File: config.mk
export PLATFORM = sky130hd
export DESIGN_NAME = bqe_cell
export DESIGN_NICKNAME = d
export VERILOG_FILES = /design/src/rtl/bqe_pkg.sv /design/src/rtl/bqe_ram.sv /design/src/rtl/bqe_cell.sv
export SDC_FILE = /design/constraint.sdc
export NUM_CORES = 2
export LEC_CHECK = 0
export ABC_CLOCK_PERIOD_IN_PS = 10600
export BUFFER_PORTS_ARGS = -buffer_cell sky130_fd_sc_hd__buf_2
export CORE_UTILIZATION = 30
export DETAILED_ROUTE_END_ITERATION = 10
export GPL_TIMING_DRIVEN = 0
export PLACE_DENSITY = 0.56
export SETUP_SLACK_MARGIN = 0.02
export SLEW_MARGIN = 40
export SYNTH_ARGS = -nofsm -noshare
export SYNTH_HDL_FRONTEND = slang
export SYNTH_HIERARCHICAL = 1
export SYNTH_SLANG_ARGS = --single-unit
File: constraint.sdc
create_clock -name clk -period 10.6 [get_ports clk]
set_clock_uncertainty 0.05 [all_clocks]
set_input_delay 1.59 -clock clk [delete_from_list [all_inputs] [get_ports clk]]
set_output_delay 1.59 -clock clk [all_outputs]
set_load 0.005 [all_outputs]
File: src/rtl/bqe_pkg.sv
// Shared types and constants of the biquad cascade equalizer.
// No dependencies; every other file but bqe_ram uses it by scoped names.
package bqe_pkg;

    localparam int SAMPLE_W     = 24;
    localparam int COEF_W       = 24;
    localparam int PROD_W       = SAMPLE_W + COEF_W;
    localparam int ACC_W        = PROD_W + 3;
    localparam int FRAC_W       = 20;
    localparam int TAPS         = 5;
    localparam int ADDR_W       = 7;
    localparam int LOCAL_ADDR_W = 8;
    localparam int CFG_INDEX_W  = 2;
    localparam int CFG_DATA_W   = 24;

    localparam logic [CFG_INDEX_W-1:0] REG_COEF_ADDRESS = 2'd0;
    localparam logic [CFG_INDEX_W-1:0] REG_COEF_WORD    = 2'd1;

    localparam logic [2:0] TAP_B0 = 3'd0;
    localparam logic [2:0] TAP_B1 = 3'd1;
    localparam logic [2:0] TAP_B2 = 3'd2;
    localparam logic [2:0] TAP_A1 = 3'd3;
    localparam logic [2:0] TAP_A2 = 3'd4;

    localparam logic signed [COEF_W-1:0] COEF_ONE   = 24'sh100000;
    localparam int                       SAMPLE_MAX = 8388607;
    localparam int                       SAMPLE_MIN = -8388608;

    // word moved between sections
    typedef struct packed {
        logic                       chan;
        logic signed [SAMPLE_W-1:0] sample;
        logic                       clip;
        logic                       bypass;
    } bqe_word_t;

    // coefficient write toward one section
    typedef struct packed {
        logic                     en;
        logic [LOCAL_ADDR_W-1:0]  addr;
        logic signed [COEF_W-1:0] data;
    } bqe_coef_wr_t;

endpackage

File: src/rtl/bqe_ram.sv
// Generic single-write, single-read RAM with registered read data.
// No dependencies.
module bqe_ram #(
    parameter int WIDTH = 24,
    parameter int DEPTH = 10
) (
    input  logic                                    clk,
    input  logic                                    we,
    input  logic [(DEPTH > 1 ? $clog2(DEPTH) : 1)-1:0] waddr,
    input  logic [WIDTH-1:0]                        wdata,
    input  logic [(DEPTH > 1 ? $clog2(DEPTH) : 1)-1:0] raddr,
    output logic [WIDTH-1:0]                        rdata
);

    logic [WIDTH-1:0] mem [DEPTH];

    always_ff @(posedge clk)
    begin
        if (we)
        begin
            mem[waddr] <= wdata;
        end
        rdata <= mem[raddr];
    end

endmodule

File: src/rtl/bqe_cell.sv
// One biquad section for all channels: coefficient RAM, history and a shared MAC.
// Depends on bqe_pkg and bqe_ram.
module bqe_cell #(
    parameter int CHANNELS = 2
) (
    input  logic                  clk,
    input  logic                  rst_n,
    input  bqe_pkg::bqe_coef_wr_t coef_wr,
    input  logic                  in_valid,
    output logic                  in_ready,
    input  bqe_pkg::bqe_word_t    in_word,
    output logic                  out_valid,
    input  logic                  out_ready,
    output bqe_pkg::bqe_word_t    out_word
);

    localparam int DEPTH = CHANNELS * bqe_pkg::TAPS;
    localparam int CA_W  = $clog2(DEPTH);
    localparam int CH_W  = CHANNELS > 1 ? $clog2(CHANNELS) : 1;
    localparam int SW    = bqe_pkg::SAMPLE_W;
    localparam int YW    = bqe_pkg::ACC_W - bqe_pkg::FRAC_W;

    localparam logic [1:0] ST_IDLE = 2'd0;
    localparam logic [1:0] ST_RUN  = 2'd1;
    localparam logic [1:0] ST_DONE = 2'd2;

    localparam logic [2:0] LAST_STEP = 3'd7;

    localparam logic signed [bqe_pkg::ACC_W-1:0] ROUND_HALF =
        bqe_pkg::ACC_W'(1) << (bqe_pkg::FRAC_W - 1);
    localparam logic signed [YW-1:0] Y_MAX = YW'(bqe_pkg::SAMPLE_MAX);
    localparam logic signed [YW-1:0] Y_MIN = YW'(bqe_pkg::SAMPLE_MIN);

    logic [1:0]         state_reg, state_next;
    logic [2:0]         cnt_reg, cnt_next;
    bqe_pkg::bqe_word_t item_reg;
    bqe_pkg::bqe_word_t out_reg;

    logic signed [SW-1:0] x1_reg [CHANNELS];
    logic signed [SW-1:0] x2_reg [CHANNELS];
    logic signed [SW-1:0] y1_reg [CHANNELS];
    logic signed [SW-1:0] y2_reg [CHANNELS];

    logic [DEPTH-1:0] coef_valid_reg;
    logic             cvalid_rd_reg;
    logic [2:0]       tap_mul_reg;

    logic signed [bqe_pkg::COEF_W-1:0] coef_rd;
    logic signed [bqe_pkg::COEF_W-1:0] coef_eff;
    logic signed [SW-1:0]              operand;
    logic signed [bqe_pkg::PROD_W-1:0] prod_next, prod_reg;
    logic                              neg_reg;
    logic signed [bqe_pkg::ACC_W-1:0]  acc_reg, acc_next, term;
    logic signed [bqe_pkg::ACC_W-1:0]  rnd;
    logic signed [YW-1:0]              y_wide;
    logic signed [SW-1:0]              y_sat;
    logic                              sat;

    logic [CH_W-1:0] ch_idx;
    logic [2:0]      rd_tap;
    logic [CA_W-1:0] raddr;
    logic            accept;
    logic            finish;

    assign ch_idx = CH_W'(item_reg.chan);
    assign rd_tap = (cnt_reg < 3'(bqe_pkg::TAPS)) ? cnt_reg : bqe_pkg::TAP_B0;
    assign raddr  = CA_W'(int'(ch_idx) * bqe_pkg::TAPS + int'(rd_tap));
    assign accept = in_valid && in_ready;
    assign finish = (state_reg == ST_RUN) && (cnt_reg == LAST_STEP);

    bqe_ram #(
        .WIDTH (bqe_pkg::COEF_W),
        .DEPTH (DEPTH)
    ) u_coef_ram (
        .clk   (clk),
        .we    (coef_wr.en),
        .waddr (coef_wr.addr[CA_W-1:0]),
        .wdata (coef_wr.data),
        .raddr (raddr),
        .rdata (coef_rd)
    );

    // a slot never written keeps the identity section
    always_comb
    begin
        if (cvalid_rd_reg)
        begin
            coef_eff = coef_rd;
        end
        else if (tap_mul_reg == bqe_pkg::TAP_B0)
        begin
            coef_eff = bqe_pkg::COEF_ONE;
        end
        else
        begin
            coef_eff = '0;
        end
    end

    always_comb
    begin
        case (tap_mul_reg)
            bqe_pkg::TAP_B0: operand = item_reg.sample;
            bqe_pkg::TAP_B1: operand = x1_reg[ch_idx];
            bqe_pkg::TAP_B2: operand = x2_reg[ch_idx];
            bqe_pkg::TAP_A1: operand = y1_reg[ch_idx];
            bqe_pkg::TAP_A2: operand = y2_reg[ch_idx];
            default:         operand = '0;
        endcase
    end

    assign prod_next = coef_eff * operand;

    // each tap: coefficient read, registered product, then accumulation
    always_comb
    begin
        term = {{(bqe_pkg::ACC_W - bqe_pkg::PROD_W){prod_reg[bqe_pkg::PROD_W-1]}}, prod_reg};
        if (neg_reg)
        begin
            term = -term;
        end
        acc_next = acc_reg;
        if (state_reg == ST_RUN)
        begin
            if (cnt_reg == 3'd2)
            begin
                acc_next = term;
            end
            else if (cnt_reg inside {[3'd3:3'd6]})
            begin
                acc_next = acc_reg + term;
            end
        end
    end

    // floor(acc / 2^20 + 1/2), then clamp to Q1.23
    always_comb
    begin
        rnd    = acc_reg + ROUND_HALF;
        y_wide = $signed(rnd[bqe_pkg::ACC_W-1:bqe_pkg::FRAC_W]);
        sat    = 1'b0;
        y_sat  = y_wide[SW-1:0];
        if (y_wide > Y_MAX)
        begin
            y_sat = Y_MAX[SW-1:0];
            sat   = 1'b1;
        end
        else if (y_wide < Y_MIN)
        begin
            y_sat = Y_MIN[SW-1:0];
            sat   = 1'b1;
        end
    end

    always_comb
    begin
        state_next = state_reg;
        cnt_next   = cnt_reg;
        case (state_reg)
            ST_IDLE:
            begin
                if (accept)
                begin
                    state_next = in_word.bypass ? ST_DONE : ST_RUN;
                    cnt_next   = '0;
                end
            end
            ST_RUN:
            begin
                cnt_next = cnt_reg + 3'd1;
                if (cnt_reg == LAST_STEP)
                begin
                    state_next = ST_DONE;
                end
            end
            ST_DONE:
            begin
                if (out_ready)
                begin
                    state_next = ST_IDLE;
                end
            end
            default:
            begin
                state_next = ST_IDLE;
            end
        endcase
    end

    assign in_ready  = (state_reg == ST_IDLE);
    assign out_valid = (state_reg == ST_DONE);
    assign out_word  = out_reg;

    always_ff @(posedge clk or negedge rst_n)
    begin
        if (!rst_n)
        begin
            state_reg      <= ST_IDLE;
            cnt_reg        <= '0;
            coef_valid_reg <= '0;
            for (int c = 0; c < CHANNELS; c++)
            begin
                x1_reg[c] <= '0;
                x2_reg[c] <= '0;
                y1_reg[c] <= '0;
                y2_reg[c] <= '0;
            end
        end
        else
        begin
            state_reg <= state_next;
            cnt_reg   <= cnt_next;
            if (coef_wr.en)
            begin
                coef_valid_reg[coef_wr.addr[CA_W-1:0]] <= 1'b1;
            end
            if (finish)
            begin
                x2_reg[ch_idx] <= x1_reg[ch_idx];
                x1_reg[ch_idx] <= item_reg.sample;
                y2_reg[ch_idx] <= y1_reg[ch_idx];
                y1_reg[ch_idx] <= y_sat;
            end
        end
    end

    always_ff @(posedge clk)
    begin
        cvalid_rd_reg <= coef_valid_reg[raddr];
        tap_mul_reg   <= rd_tap;
        prod_reg      <= prod_next;
        neg_reg       <= (tap_mul_reg == bqe_pkg::TAP_A1) || (tap_mul_reg == bqe_pkg::TAP_A2);
        acc_reg       <= acc_next;
        if (accept)
        begin
            item_reg <= in_word;
            if (in_word.bypass)
            begin
                out_reg <= in_word;
            end
        end
        if (finish)
        begin
            out_reg.chan   <= item_reg.chan;
            out_reg.sample <= y_sat;
            out_reg.clip   <= item_reg.clip | sat;
            out_reg.bypass <= 1'b0;
        end
    end

    a_finish_to_done: assert property (@(posedge clk) disable iff (!rst_n)
        finish |=> (state_reg == ST_DONE))
        else $error("section did not present its result after the last step");

    a_run_not_bypass: assert property (@(posedge clk) disable iff (!rst_n)
        (state_reg == ST_RUN) |-> !item_reg.bypass)
        else $error("pass-through word entered the MAC sequence");

    a_held_result: assert property (@(posedge clk) disable iff (!rst_n)
        (out_valid && !out_ready) |=> $stable(out_word))
        else $error("section result changed while stalled");

endmodule

Word-level counts from Yosys, hierarchy flattened
Memories as Yosys holds them, arrays and structs flattened. A register that Yosys moved wholly into a read port is not among the register bits.
Cells that the tools add are included.
{ "totals": {"inputBits": 64, "romBits": 0, "regBits": 364, "mem_bits_rw": 240, "n_memories": 1, "latch_bits": 0} }
{ "memory_table": {"columns": ["name", "words", "word_bits", "read_ports", "rd_ports_with_merged_regs", "wr", "line", "rtl"], "rows": [
  ["u_coef_ram.mem", 10, 24, 1, 1, 1, "bqe_ram.sv:15", "logic [WIDTH-1:0] mem [DEPTH];"]
]} }
{ "classes": {"reduce_logical": 17, "magnitude_cmp": 10, "multipliers": 2, "n_mux": 45, "shift": 0, "n_div": 0, "bitwise_logic": 3, "add_sub_neg": 5, "eq_ne": 11} }
{ "ops": {"columns": ["cell", "count"], "rows": [
  ["24-bit two-way mux", 16],
  ["48-bit bitwise mux", 4],
  ["51-bit two-way mux", 3],
  ["24-bit one-hot mux with 5 select lines", 1],
  ["27-bit two-way mux", 3],
  ["51-bit by 21-bit adder with 51-bit output (second input constant)", 1],
  ["51-bit adder", 1],
  ["48-bit negation with 51-bit output", 1],
  ["24-bit by 24-bit multiplier with 48-bit output", 1],
  ["31-bit by 24-bit greater-than comparator with 1-bit output (second input constant)", 1],
  ["31-bit by 24-bit less-than comparator with 1-bit output (second input constant)", 1],
  ["24-bit demux with 1-bit select", 1],
  ["21-bit two-way mux", 1],
  ["4-bit by 5-bit less-than comparator with 1-bit output (second input constant)", 2],
  ["10-bit bitwise OR", 1],
  ["3-bit by 2-bit equality test with 1-bit output (second input constant)", 3],
  ["2-bit two-way mux", 4],
  ["2-bit AND reduction", 4],
  ["2-bit nonzero test", 4],
  ["3-bit equality test (second input constant)", 2],
  ["1-bit two-way mux", 6],
  ["3-bit two-way mux", 2],
  ["2-bit by 1-bit inequality test with 1-bit output (second input constant)", 3],
  ["2-bit one-hot mux with 3 select lines", 1],
  ["other kinds (22)", 26]
]} }

Logic depth before layout (Yosys ltp)
{ "depth": {"depth_word": 6, "mapped_depth": 34, "depth_no_buf": 30} }

Modules after synthesis
Netlist, hierarchy kept.
{ "by_module_without_submodules": {"columns": ["module", "cells_each", "area_each_um2", "n_inst", "seq_area_each_um2"], "rows": [
  ["bqe_cell", 4170, 40107.2, 1, 9354.0],
  ["bqe_ram", 528, 9863.2, 1, 7687.4]
]} }

Worst setup path after synthesis
OpenSTA, ideal clock, no wires.
{ "synth_path": {"path_kind": "reg2reg", "startpoint": "reg item_reg, in the netlist ch_idx", "endpoint": "reg prod_reg[46] (netlist name)", "slack_ps": 2137, "period_less_slack_ps": 8463, "arrival_time_ps": 8352, "path_stages_with_launch": 27, "setup_time_ps": 62, "n_path_buf": 4, "cell_sequence": "edfxtp_1 buf_2 buf_2 buf_2 buf_1 a21oi_1 a221o_1 and2_1 fa_1 fa_1 inv_1 fa_1 inv_1 fa_1 fa_1 fa_1 fa_1 ha_1 and2_1 a221o_1 a21o_1 a21o_1 a21o_1 a21oi_1 o211ai_1 or4_1 nand3_1"} }
{ "synth_between": {"elab_chain_len": 6, "word_cells_on_any_way": 15} }
{ "synth_rtl": {"columns": ["element", "line", "rtl"], "rows": [
  ["start: declaration", "bqe_cell.sv:36", "bqe_pkg::bqe_word_t item_reg;"],
  ["start signal: assignment", "bqe_cell.sv:236", "item_reg <= in_word;"],
  ["1-bit inverter with 2-bit output (implied by the code) (*)", null, null],
  ["24-bit two-way mux, on equally long branches (3 in a row)", null, null],
  ["24-bit one-hot mux with 5 select lines (*)", "bqe_cell.sv:102", "case (tap_mul_reg)"],
  ["24-bit by 24-bit multiplier with 48-bit output (*)", "bqe_cell.sv:112", "assign prod_next = coef_eff * operand;"],
  ["via prod_next (one bit)", "bqe_cell.sv:51", "logic signed [bqe_pkg::PROD_W-1:0] prod_next, prod_reg;"],
  ["end signal: assignment", "bqe_cell.sv:231", "prod_reg <= prod_next;"],
  ["end: declaration", "bqe_cell.sv:51", null]
]} }
The timed path passes the listed nets; every way through them passes the cells marked *. The select of a mux whose other input is x is not followed.
A chain may end at the register's enable or synchronous reset.

Final worst setup path
{ "layout_path": {"startpoint": "reg tap_mul_reg[0]", "endpoint": "reg prod_reg[46] (netlist name)"} }
{ "layout_between": {"elab_chain_len": 4, "word_cells_on_any_way": 9} }
{ "layout_rtl": {"columns": ["element", "line", "rtl"], "rows": [
  ["start: declaration", "bqe_cell.sv:46", "logic [2:0] tap_mul_reg;"],
  ["start signal: assignment", "bqe_cell.sv:230", "tap_mul_reg <= rd_tap;"],
  ["parallel branches: the longest is 3 deep, another holds 24-bit one-hot mux with 5 select lines", null, null],
  ["24-bit by 24-bit multiplier with 48-bit output (*)", "bqe_cell.sv:112", null],
  ["via prod_next (one bit)", "bqe_cell.sv:51", null]
]} }
Mark *: on every way through the listed nets, which the timed path passes.

==> flow_summary.json <==
{
  "worstMarginPinSlew_ps": 933,
  "worst-path-stages": 31,
  "cts_setup_buffers": 0,
  "hold_viol": 0,
  "worst_path_max_delay_cell": "nor3b_2",
  "crit_path_start_kind": "flop",
  "grt_start_max_net_pins": 68,
  "htree_levels": 3,
  "slowest_delay_ps": 550,
  "cts_buffers": 70,
  "cts_tree": "built",
  "drive_above_1_share_pct": 12.4,
  "worstSetupStartpoint": "tap_mul_reg[0]$_DFF_P_",
  "drtPass1Iterations": 8,
  "drv_slew": 0,
  "end_kind": "flop",
  "num_vias": 35900,
  "dp_cells": 7021,
  "rows": 149,
  "core-area_um2": 165000,
  "path_class": "reg -> reg",
  "num-nets-final": 5769,
  "fmax_mhz": 98.4,
  "synthArstFlopShare_pct": 33.0,
  "syn_avg_cell_area_um2": 10.6,
  "route.detailed.drc": 11,
  "outcome": "finished, violations left",
  "yosys_warnings": 6,
  "antenna_left": 0,
  "synth_nets": 5563,
  "dieArea_um2": 168000,
  "die_y_um": 410,
  "syn-cell-area_um2": 50000,
  "cts-root-buf": "clkbuf_16",
  "r2r-end": "prod_reg[46]$_DFF_P_",
  "finalCritPeriodShare_pct": 95.9,
  "ys_seq_elements": 628,
  "wl_um": 155000,
  "grt_usage_pct": 18.6,
  "grt.overflow.total": 0,
  "grt_pass1_wl_um": 235000,
  "ys_seq_area_share_pct": 34.1,
  "synth_top_area_share_pct": 24.4,
  "numPortBuffers": 88,
  "arrival_ps": 10720,
  "initial_core_util_pct": 30.3,
  "postSynthCellCount": 4698,
  "crit_buf_inv": 9,
  "synth_cell_types": 91,
  "rsz0062_at_grt": "no",
  "pin_count": 93,
  "drt_iter0_drc": 3087,
  "gp_congestion": 0.945,
  "path_max_fanout": 10,
  "synth_edf_count": 343,
  "violations": "design-rule violations",
  "syn_to_final_growth_pct": 12.8,
  "grt_pass1_vias": 37300,
  "worstPathRequired_ps": 11160,
  "path_common_cell": "fa_1",
  "n_fill_cell": 16700,
  "rrSetupSlack_ps": 430,
  "antenna_found_initial": 10,
  "clock-sinks": 628,
  "hold_buffers": 0,
  "yosys-top-cells-area": "fa_1 24%, edfxtp_1 21%, dfrtp_1 10%, inv_1 5.1%, mux2_2 4.9%",
  "timing.rr.start": "tap_mul_reg[0]$_DFF_P_",
  "vias_per_cell": 5.02,
  "fin_crit_ps": 10170,
  "r2r_cells": 31,
  "cts_buffer_depth": 3,
  "final_cells": 7151,
  "finalSetupViolCount": 0,
  "slew_headroom_pct": 37.8,
  "largest_register_ff_count": 240,
  "maxCapViolations": 0,
  "dp_hpwl_um": 122000,
  "n_antenna_cell": 0,
  "worstSkewPairLatency_ps": 700,
  "endpoint": "prod_reg[46]$_DFF_P_",
  "wl_per_cell_um": 21.7,
  "hold_class": "reg -> reg",
  "synth_top_area_cell": "fa_1",
  "critPathTopFamily": "adder cells",
  "die_w_um": 410,
  "fin_hold_ws_ps": 408,
  "yosys_most_used_dff": "edfxtp_1",
  "post-route-util_pct": 34.1,
  "path_clk_slew_ps": 60
}
==> cell usage after synthesis (all sizes together) (42+ instances only) <==
cell type / number
inv: 681
fa: 608
nand2: 607
edfxtp: 343
nor2: 248
mux2: 219
dfrtp: 207
ha: 193
clkbuf: 180
a21oi: 156
o21ai: 132
xnor2: 110
mux2i: 95
and2: 87
dfxtp: 78
a21o: 59
a22oi: 56
buf: 54
xor2: 52
o22ai: 48
nand3: 47
o31ai: 42
==> kinds of logic after synthesis <==
kind of cell | synth area share [%]
AOI/OAI and AO/OA | 9.24
xor gates and xnor gates | 2.84
adders and majority gates | 29.2
buffers and inverters | 7.02
DFF | 34.1
muxes | 6.93
and+or+nand+nor | 10.7
==> how the worst min path moves through the flow <==
stage,from,end,slack [ps],cells past startpoint
3_3_place_gp,coef_valid_reg[5]$_DFFE_PN0P_,coef_valid_reg[5]$_DFFE_PN0P_,390,1
3_5_place_dp,coef_valid_reg[4]$_DFFE_PN0P_,coef_valid_reg[4]$_DFFE_PN0P_,390,1
4_1_cts,coef_valid_reg[4]$_DFFE_PN0P_,coef_valid_reg[4]$_DFFE_PN0P_,410,1
6_report,coef_valid_reg[2]$_DFFE_PN0P_,coef_valid_reg[2]$_DFFE_PN0P_,410,1
5_1_grt,coef_valid_reg[1]$_DFFE_PN0P_,coef_valid_reg[1]$_DFFE_PN0P_,430,1
2_1_floorplan,coef_valid_reg[2]$_DFFE_PN0P_,coef_valid_reg[2]$_DFFE_PN0P_,370,1
==> layout make-up <==
cell class | instances | area [um2] | share of cell area [%]
plain buffers | 232 | 988 | 1.75
clock buffers | 85 | 1920 | 3.41
clock inverters | 45 | 424 | 0.753
inverters | 681 | 2560 | 4.54
multi-input cells | 3155 | 29600 | 52.6
flip-flops and latches | 628 | 17000 | 30.2
well taps | 2189 | 2740 | 4.86
repair buffers | 136 | 1050 | 1.87
==> metal layers <==
layer	global-route usage, %	share of wire (%)	wire, um	up-vias
met3	3.11	6.7	10400	240
met4	6.09	3.3	5180	4
met1	25.2	44	67800	18500
li1	-	-	-	15900
met2	30.2	46	71600	1219
met5	0	0.017	27	-
==> stage by stage <==
stage | setup slack [ps] | TNS [ps] | area (um2)
2_1_floorplan | 2140 | 0 | 50000
3_3_place_gp | -941 | -11470 | 53100
3_5_place_dp | -321 | -1160 | 53900
4_1_cts | 60.1 | 0 | 56300
5_1_grt | 55.7 | 0 | 56400
6_report | 434 | 0 | 56400
==> layout by cell type, fill, tap and decap left out, types with 17 or more instances in the layout <==
| cell type | count |
|---|---|
| a21o_1 | 59 |
| a21oi_1 | 154 |
| a22o_1 | 27 |
| a22oi_1 | 55 |
| a31oi_1 | 17 |
| and2_1 | 85 |
| and3_1 | 23 |
| buf_1 | 17 |
| buf_2 | 123 |
| buf_4 | 17 |
| clkbuf_1 | 159 |
| clkbuf_16 | 74 |
| clkbuf_2 | 30 |
| clkinv_2 | 17 |
| dfrtp_1 | 207 |
| dfxtp_1 | 78 |
| edfxtp_1 | 343 |
| fa_1 | 608 |
| ha_1 | 193 |
| inv_1 | 679 |
| mux2_2 | 219 |
| mux2i_1 | 95 |
| nand2_1 | 607 |
| nand2b_1 | 26 |
| nand3_1 | 46 |
| nand4_1 | 23 |
| nor2_1 | 239 |
| nor3_1 | 20 |
| o21a_1 | 28 |
| o21ai_0 | 74 |
| o21ai_1 | 57 |
| o21bai_1 | 21 |
| o22ai_1 | 48 |
| o31ai_1 | 41 |
| xnor2_1 | 110 |
| xor2_1 | 51 |
==> worst reg2reg max path, delay by kind of cell, from the launching register on <==
| family | cells | cell delay, ps |
|---|---|---|
| AO/OA/AOI/OAI | 10 | 2670 |
| adder cells (fa/ha/maj) | 8 | 3890 |
| buffers and inverters | 9 | 1800 |
| AND/OR/NAND/NOR | 4 | 1210 |
| flip-flops | 1 | 490 |
==> what timing repair did <==
item                                    CTS  global route
resized for setup                        11            25
hold endpoints to repair                  0             0
endpoints found under the setup margin   10             9
Power is left out: the tool's default activity adds up to more than one toggle a clock period on the data nets, which glitch-free logic cannot reach.
